--- src/hw/rtl/vna_pkg.sv ---
// ----------------------------------------------------------------------------
// vna_pkg
// Shared types, command codes and saturating arithmetic for the vertex
// normal accumulator.
// ----------------------------------------------------------------------------
package vna_pkg;

  localparam int VNA_VERTEX_COUNT = 1024;

  localparam int IDX_W   = 10;
  localparam int POS_W   = 24;
  localparam int SUM_W   = 56;
  localparam int DIFF_W  = 25;
  localparam int PROD_W  = 50;
  localparam int CROSS_W = 51;

  // command codes of the input channel
  localparam logic [1:0] CMD_STORE = 2'd0;
  localparam logic [1:0] CMD_FACE  = 2'd1;
  localparam logic [1:0] CMD_READ  = 2'd2;

  // classified operations handed from front to back
  typedef enum logic [1:0] {
    OP_STORE,
    OP_FACE,
    OP_READ,
    OP_READ_OOR
  } op_t;

  typedef enum logic [3:0] {
    BK_CLEAR,
    BK_IDLE,
    BK_FACE_RB,
    BK_FACE_RC,
    BK_FACE_DIFF,
    BK_FACE_MUL,
    BK_FACE_CROSS,
    BK_SUM_RD,
    BK_SUM_WR,
    BK_READ_WAIT
  } bk_state_t;

  typedef struct packed {
    logic [1:0]              cmd;
    logic [IDX_W-1:0]        vert_a;
    logic [IDX_W-1:0]        vert_b;
    logic [IDX_W-1:0]        vert_c;
    logic signed [POS_W-1:0] pos_x;
    logic signed [POS_W-1:0] pos_y;
    logic signed [POS_W-1:0] pos_z;
  } vna_in_t;

  typedef struct packed {
    logic [IDX_W-1:0]        out_index;
    logic signed [POS_W-1:0] out_x;
    logic signed [POS_W-1:0] out_y;
    logic signed [POS_W-1:0] out_z;
    logic signed [SUM_W-1:0] normal_x;
    logic signed [SUM_W-1:0] normal_y;
    logic signed [SUM_W-1:0] normal_z;
  } vna_out_t;

  // queue entry between front and back
  typedef struct packed {
    op_t                     op;
    logic [IDX_W-1:0]        vert_a;
    logic [IDX_W-1:0]        vert_b;
    logic [IDX_W-1:0]        vert_c;
    logic signed [POS_W-1:0] pos_x;
    logic signed [POS_W-1:0] pos_y;
    logic signed [POS_W-1:0] pos_z;
  } vna_entry_t;

  typedef struct packed {
    logic signed [POS_W-1:0] x;
    logic signed [POS_W-1:0] y;
    logic signed [POS_W-1:0] z;
  } pos_t;

  typedef struct packed {
    logic signed [SUM_W-1:0] x;
    logic signed [SUM_W-1:0] y;
    logic signed [SUM_W-1:0] z;
  } sum_t;

  // add with clamp to the 56-bit signed range
  function automatic logic signed [SUM_W-1:0] sat_add(
    input logic signed [SUM_W-1:0]   acc,
    input logic signed [CROSS_W-1:0] inc
  );
    logic signed [SUM_W:0] s;
    s = (SUM_W+1)'(acc) + (SUM_W+1)'(inc);
    if (s[SUM_W] != s[SUM_W-1]) begin
      sat_add = s[SUM_W] ? {1'b1, {(SUM_W-1){1'b0}}} : {1'b0, {(SUM_W-1){1'b1}}};
    end else begin
      sat_add = s[SUM_W-1:0];
    end
  endfunction

endpackage

--- src/hw/rtl/vna_front.sv ---
// ----------------------------------------------------------------------------
// vna_front
// Accepts input beats, checks index ranges, drops commands without effect
// and queues the rest for the back end in a two-entry queue.
// ----------------------------------------------------------------------------
module vna_front
  import vna_pkg::*;
#(
  parameter int VERTEX_COUNT = VNA_VERTEX_COUNT
) (
  input  logic       clk,
  input  logic       rst_n,
  input  logic       in_valid,
  output logic       in_ready,
  input  vna_in_t    in_data,
  input  logic       clear_done,
  output logic       q_valid,
  output vna_entry_t q_entry,
  input  logic       q_pop
);

  vna_entry_t q_r [2];
  logic       wptr_r, wptr_nxt;
  logic       rptr_r, rptr_nxt;
  logic [1:0] cnt_r, cnt_nxt;

  logic       a_ok, b_ok, c_ok;
  logic       keep;
  logic       push;
  vna_entry_t ent;

  // index range checks
  assign a_ok = 32'(in_data.vert_a) < VERTEX_COUNT;
  assign b_ok = 32'(in_data.vert_b) < VERTEX_COUNT;
  assign c_ok = 32'(in_data.vert_c) < VERTEX_COUNT;

  // classify the beat
  always_comb begin
    ent.vert_a = in_data.vert_a;
    ent.vert_b = in_data.vert_b;
    ent.vert_c = in_data.vert_c;
    ent.pos_x  = in_data.pos_x;
    ent.pos_y  = in_data.pos_y;
    ent.pos_z  = in_data.pos_z;
    ent.op     = OP_STORE;
    keep       = 1'b0;
    unique case (in_data.cmd)
      CMD_STORE: begin
        ent.op = OP_STORE;
        keep   = a_ok;
      end
      CMD_FACE: begin
        ent.op = OP_FACE;
        keep   = a_ok && b_ok && c_ok;
      end
      CMD_READ: begin
        ent.op = a_ok ? OP_READ : OP_READ_OOR;
        keep   = 1'b1;
      end
      default: begin
        keep = 1'b0;
      end
    endcase
  end

  assign in_ready = clear_done && (cnt_r != 2'd2);
  assign push     = in_valid && in_ready && keep;

  assign q_valid = (cnt_r != 2'd0);
  assign q_entry = q_r[rptr_r];

  // queue pointers
  always_comb begin
    wptr_nxt = push ? ~wptr_r : wptr_r;
    rptr_nxt = q_pop ? ~rptr_r : rptr_r;
    cnt_nxt  = cnt_r + 2'(push) - 2'(q_pop);
  end

  always_ff @(posedge clk) begin
    if (!rst_n) begin
      wptr_r <= 1'b0;
      rptr_r <= 1'b0;
      cnt_r  <= 2'd0;
    end else begin
      wptr_r <= wptr_nxt;
      rptr_r <= rptr_nxt;
      cnt_r  <= cnt_nxt;
    end
  end

  // queue storage
  always_ff @(posedge clk) begin
    if (push) begin
      q_r[wptr_r] <= ent;
    end
  end

endmodule

--- config.mk ---
export PLATFORM = sky130hd
export DESIGN_NAME = vna_front
export DESIGN_NICKNAME = d
export VERILOG_FILES = /design/src/hw/rtl/vna_pkg.sv /design/src/hw/rtl/vna_front.sv
export SDC_FILE = /design/constraint.sdc
export NUM_CORES = 1
export LEC_CHECK = 0
export BUFFER_PORTS_ARGS = -buffer_cell sky130_fd_sc_hd__buf_4
export CORE_MARGIN = 2
export CORE_UTILIZATION = 52
export DETAILED_ROUTE_END_ITERATION = 10
export GPL_TIMING_DRIVEN = 1
export PLACE_DENSITY = 0.86
export SLEW_MARGIN = 20
export SYNTH_ARGS = -nofsm -noshare
export SYNTH_HDL_FRONTEND = slang
export SYNTH_SLANG_ARGS = --single-unit
--- constraint.sdc ---
create_clock -name clk -period 6.8 [get_ports clk]
set_clock_uncertainty 0.05 [all_clocks]
set_input_delay 0.68 -clock clk [delete_from_list [all_inputs] [get_ports clk]]
set_output_delay 0.68 -clock clk [all_outputs]
set_load 0.1 [all_outputs]
Word-level counts from Yosys, hierarchy flattened
Memory sizes are Yosys's and may differ from the RTL's. A register that Yosys moved wholly into a read port is not among the register bits.
Index checks and enable logic that the tools add are counted.
{"block": "word_totals", "mem_bits_rw": 208, "word_cells": 23, "mem_count": 1, "ff_bits": 4, "out_inout_bits": 106, "in_bits": 109}
{"block": "op_classes", "add_sub_neg": 2, "n_bitwise": 2, "muxes": 6, "reduce_logical": 6, "eq_ne": 3}
{"name": "q_r", "words": 2, "word_bits": 104, "read_ports": 1, "rd_clocked_by_memory_dff": 1, "wr": 1, "line": "vna_front.sv:22", "rtl": "vna_entry_t q_r [2];"}
{"op": "1-bit 2-to-1 mux", "n": 5}
{"op": "2-bit case mux with 2 select lines", "n": 1}
{"op": "1-bit logical AND", "n": 3}
{"op": "3-bit OR reduction", "n": 1}
{"op": "2-bit by 1-bit adder with 2-bit output", "n": 1}
{"op": "2-bit by 1-bit equality test with 1-bit output, second input constant", "n": 1}
{"op": "2-bit equality test, second input constant", "n": 1}
{"op": "2-bit logical NOT", "n": 1}
{"op": "2-bit inequality test, second input constant", "n": 1}
{"op": "1-bit inverter", "n": 2}
{"op": "2-bit nonzero test", "n": 1}
{"op": "2-bit by 1-bit subtractor with 2-bit output", "n": 1}

Depth between registers and ports, before layout
{"block": "logic_depth", "word_depth": 6, "depth_mapped": 8, "ltp_nobuf": 8}

Worst setup path before layout
OpenSTA, ideal clock, no wires.
{"block": "synth_path", "kind": "input to register", "startpoint": "input in_data[102] (netlist name)", "endpoint": "memory q_r[0][0] (netlist name) (enable)", "stages": 3, "n_path_buf": 0, "arrival_ns": 5.279, "setup_time_ns": 0.568, "t_required_ns": 6.182, "setup_slack_ns": 0.902, "cell_sequence": "nand2_1 -> nand4_1 -> nor2_1"}
{"block": "synth_between", "elab_chain_len": 6, "elab_cells_between_ends": 8, "cone_classes": "eq/ne (2); mux (3); reduce/logical (3)"}
{"item": "from (decl)", "line": "vna_front.sv:15", "rtl": "input vna_in_t in_data,"}
{"item": "2-bit equality test, or another cell as far along", "line": "vna_front.sv:47", "rtl": "unique case (in_data.cmd)"}
{"item": "3-bit OR reduction (no source line) *"}
{"item": "1-bit 2-to-1 mux *", "line": "vna_front.sv:47"}
{"item": "1-bit logical AND *", "line": "vna_front.sv:67", "rtl": "assign push = in_valid && in_ready && keep;"}
{"item": "1-bit 2-to-1 mux *", "line": "vna_front.sv:93", "rtl": "if (push) begin"}
{"item": "1-bit 2-to-1 mux (not written as such) *", "line": "vna_front.sv:94", "rtl": "q_r[wptr_r] <= ent;"}
{"item": "to (decl)", "line": "vna_front.sv:22"}
Every way passes the cells marked *; elsewhere a longest branch is shown, timed or not.

==> run summary <==
=================================================================================
Routed wire length per instance                                           18.6 um
Highest-count cells in the layout ignoring fill and taps             219 x sky130_fd_sc_hd__buf_4, 208 x sky130_fd_sc_hd__edfxtp_1, 60 x sky130_fd_sc_hd__mux2_4
Slack of the worst reg-to-reg path                                        4.00 ns
Share of power burned in the clock network                                  33.5%
Root buffer selected by CTS                                          sky130_fd_sc_hd__clkbuf_16
Slowest library cell on the worst path                               sky130_fd_sc_hd__dfxtp_4
Hold violation count in the final report                                        0
Cells taking the most area after synthesis                           sky130_fd_sc_hd__edfxtp_1 78%, sky130_fd_sc_hd__mux2_4 11%, sky130_fd_sc_hd__mux2_2 6.2%
Net count after synthesis                                                     463
First-pass GRT wire length                                               21600 um
Largest fanout of any net on the critical path                                 40
Critical Path Sink Type                                               output port
Post-route fraction of the period consumed by the critical path             44.5%
Pin count of the biggest net entering global routing                           66
Starting density of the core                                                52.9%
Gr usage total                                                              17.0%
CP arrival                                                                2.30 ns
Ratio of cells with drive above 1 in the final layout                       60.7%
Std-Cell Rows                                                                  45
Number of antenna violations at the first check in global routing               0
Logic depth of the worst path, buffers included                                 3
Port buffer count                                                             214
Count of max-cap constraint violations                                          0
Class of the tightest hold or removal check                             in -> reg
RR Startpoint                                                            cnt_r[0]
Total power after layout                                                0.00348 W
Post-cts resize count                                                           0
Via count of the first global-routing pass                                   4239
Antenna-violating nets left                                                     0
CTS H-tree lvls                                                                 1
Non-filler cells in the finished layout                                       788
Library cell appearing most often on the critical path               sky130_fd_sc_hd__buf_4
Post-synthesis sequential area ratio                                        79.3%
Height of the chip                                                         128 um
Routed wire length                                                       14600 um
Critical path launch point type                                              flop
Origin of the worst min-delay path                                    in_data[92]
DR DRC count                                                                    0
Total via count in the routed design                                         4007
Total internal power                                                    0.00243 W
Instance count after placement with tap cells included                        747
Std-Cell Core Area                                                    0.0151 mm^2
Drt pass-1 iters                                                                4
Number of storage elements in the synthesis netlist                           213
Sink Count                                                                    213
# hold bufs at CTS                                                              0
Number of buffers on the longest clock path                                     3
CTS tree                                                                    built
Count of distinct cell types in the synthesized netlist                        19
Share of the synthesized area in the top cell type                          78.0%
Worst min-delay path endpoint                                          q_r[1][92]
Max-slew violations                                                             0
Average size of a mapped cell                                           22.7 um^2
Setup Slack @ Placement                                                   3.58 ns
Routed vias/inst                                                             5.09
HPWL reported at the end of detailed placement                            9780 um
X dimension of the die                                                     128 um
Slew headroom                                                               44.4%
Measured slew at the worst slew-check pin                                0.834 ns
Sequential group share of total power                                       43.8%
Static leakage                                                            4.05 nW
Timing-limited maximum frequency                                          330 MHz
Final setup TNS                                                              0 ns
Post-synthesis instance area                                         0.00801 mm^2
Most common library cell in the layout ignoring fill and taps        sky130_fd_sc_hd__buf_4
Number of nets in the final layout                                            695
Run status                                                           complete, no violations
Cell type group with the largest total delay on the critical path    buffers and inverters
Worst vdd rail ir drop                                                   0.279 mV
Number of setup violations in the final report                                  0
Drt first-iter violations                                                     265
Die area                                                              0.0164 mm^2
Delay of the slowest critical-path stage                                  0.57 ns
Count of buffers added by post-CTS timing repair for setup                      0
Critical setup path kind                                               reg -> out
Switching share of power                                                    30.3%
Number of cells on the worst reg-to-reg path                                    5
Total number of yosys warnings                                                  0
Clk slew on worst S/H paths                                               0.06 ns
Number of cells on the worst hold path                                          1
Num ports                                                                     215
Slack of the critical path                                                3.77 ns
Diodes inserted                                                                 0
Critical path, cell by cell                                          buf_4 -> mux2_2 -> buf_4
Net Sw Power                                                            0.00106 W
Total CTS buffers                                                              22
Setup repair after global routing missed its margin                            no
Global route total overflow                                                     0
Gpl congestion                                                              0.724
Reg-to-Reg End                                                         q_r[1][74]
Area added between synthesis and finish                                     31.7%
Worst EP required                                                         6.07 ns
Latest clock arrival within the worst-skew pair                           0.48 ns
Cell Pwr Density                                                      330 mW/mm^2
Post-route minimum period                                                 3.03 ns
Library cell occupying the most area in the post-synthesis netlist   sky130_fd_sc_hd__edfxtp_1
Count of mapped cells out of synthesis                                        352
Worst path buffer plus inverter count                                           2
Share of total power in combinational logic                                 22.7%
=================================================================================
[flip-flops by register name (all words and copies together), names as in the netlist, named ones only]
signal and count:
q_r 208, cnt_r 2, rptr_r 1, wptr_r 1
[Yosys cell counts]
cell,count
sky130_fd_sc_hd__nand4_1,1
sky130_fd_sc_hd__nand2b_1,1
sky130_fd_sc_hd__mux2i_1,1
sky130_fd_sc_hd__buf_2,4
sky130_fd_sc_hd__mux2_4,60
sky130_fd_sc_hd__inv_1,2
sky130_fd_sc_hd__and2_1,5
sky130_fd_sc_hd__edfxtp_1,208
sky130_fd_sc_hd__dfxtp_1,5
sky130_fd_sc_hd__ha_1,2
sky130_fd_sc_hd__xor2_1,1
sky130_fd_sc_hd__buf_8,1
sky130_fd_sc_hd__buf_6,7
sky130_fd_sc_hd__xnor2_1,2
sky130_fd_sc_hd__mux2_2,44
sky130_fd_sc_hd__nor2b_1,2
sky130_fd_sc_hd__or2_2,1
sky130_fd_sc_hd__nand2_1,3
sky130_fd_sc_hd__nor2_1,2
[kinds of logic after synthesis]
group                      count (synthesis)  share of synthesized area, %
DFF                                      213                          79.3
muxes                                    105                          17.6
and+or+nand+nor                           15                          1.02
buffers and inverters                     14                          1.52
xor gates and xnor gates                   3                         0.328
adders and majority gates                  2                         0.312
[power groups by stage]
| stage | Clock (W) | Combinational, W | Sequential, W |
|---|---|---|---|
| final | 0.00117 | 0.000789 | 0.00153 |
| after global routing | 0.00124 | 0.000812 | 0.00153 |
| after CTS | 0.00119 | 0.000779 | 0.00154 |
| after detailed placement | 0 | 0.000778 | 0.00157 |
| after global placement | 0 | 0.000766 | 0.00156 |
| after floorplan | 0 | 0.000630 | 0.00155 |
[area by class of cell]
class | instances | area [um^2]
flip-flops and latches | 213 | 6350
well taps | 188 | 235
clock buffers | 32 | 659
inverters | 2 | 7.51
multi-input cells | 125 | 1550
clock inverters | 8 | 70.1
fillers | 940 | 4600
repair buffers | 220 | 1670
[how the worst max path moves through the flow]
stage	to	start	slack, ns
finish	q_entry[31]	flop	3.77
global route	q_entry[11]	flop	3.66
CTS	q_entry[11]	flop	3.13
detailed placement	q_r[1][13]	in_data[102]	3.58
global placement	q_entry[23]	flop	3.70
floorplan	q_r[0][0]	in_data[102]	0.90
[stage by stage]
stage	hold slack (ns)	util, %	instance area, um^2
global route	0.312	69.6	10500
global placement	0.442	64.6	9790
detailed placement	0.553	64.6	9790
finish	0.330	69.6	10500
CTS	0.310	69.5	10500
floorplan	0.401	-	8010
[per-layer routing]
| layer | GRT usage (%) | wire (um) | up-vias | part of all wire (%) |
|---|---|---|---|---|
| met1 | 21.2 | 5630 | 1966 | 39 |
| met4 | 4.91 | 236 | 0 | 1.6 |
| li1 | - | - | 1849 | - |
| met2 | 29.8 | 7620 | 173 | 52 |
| met3 | 4.38 | 1130 | 19 | 7.7 |
| met5 | 0 | 0 | - | 0 |
No activity file was read; power rests on OpenSTA's default activity.
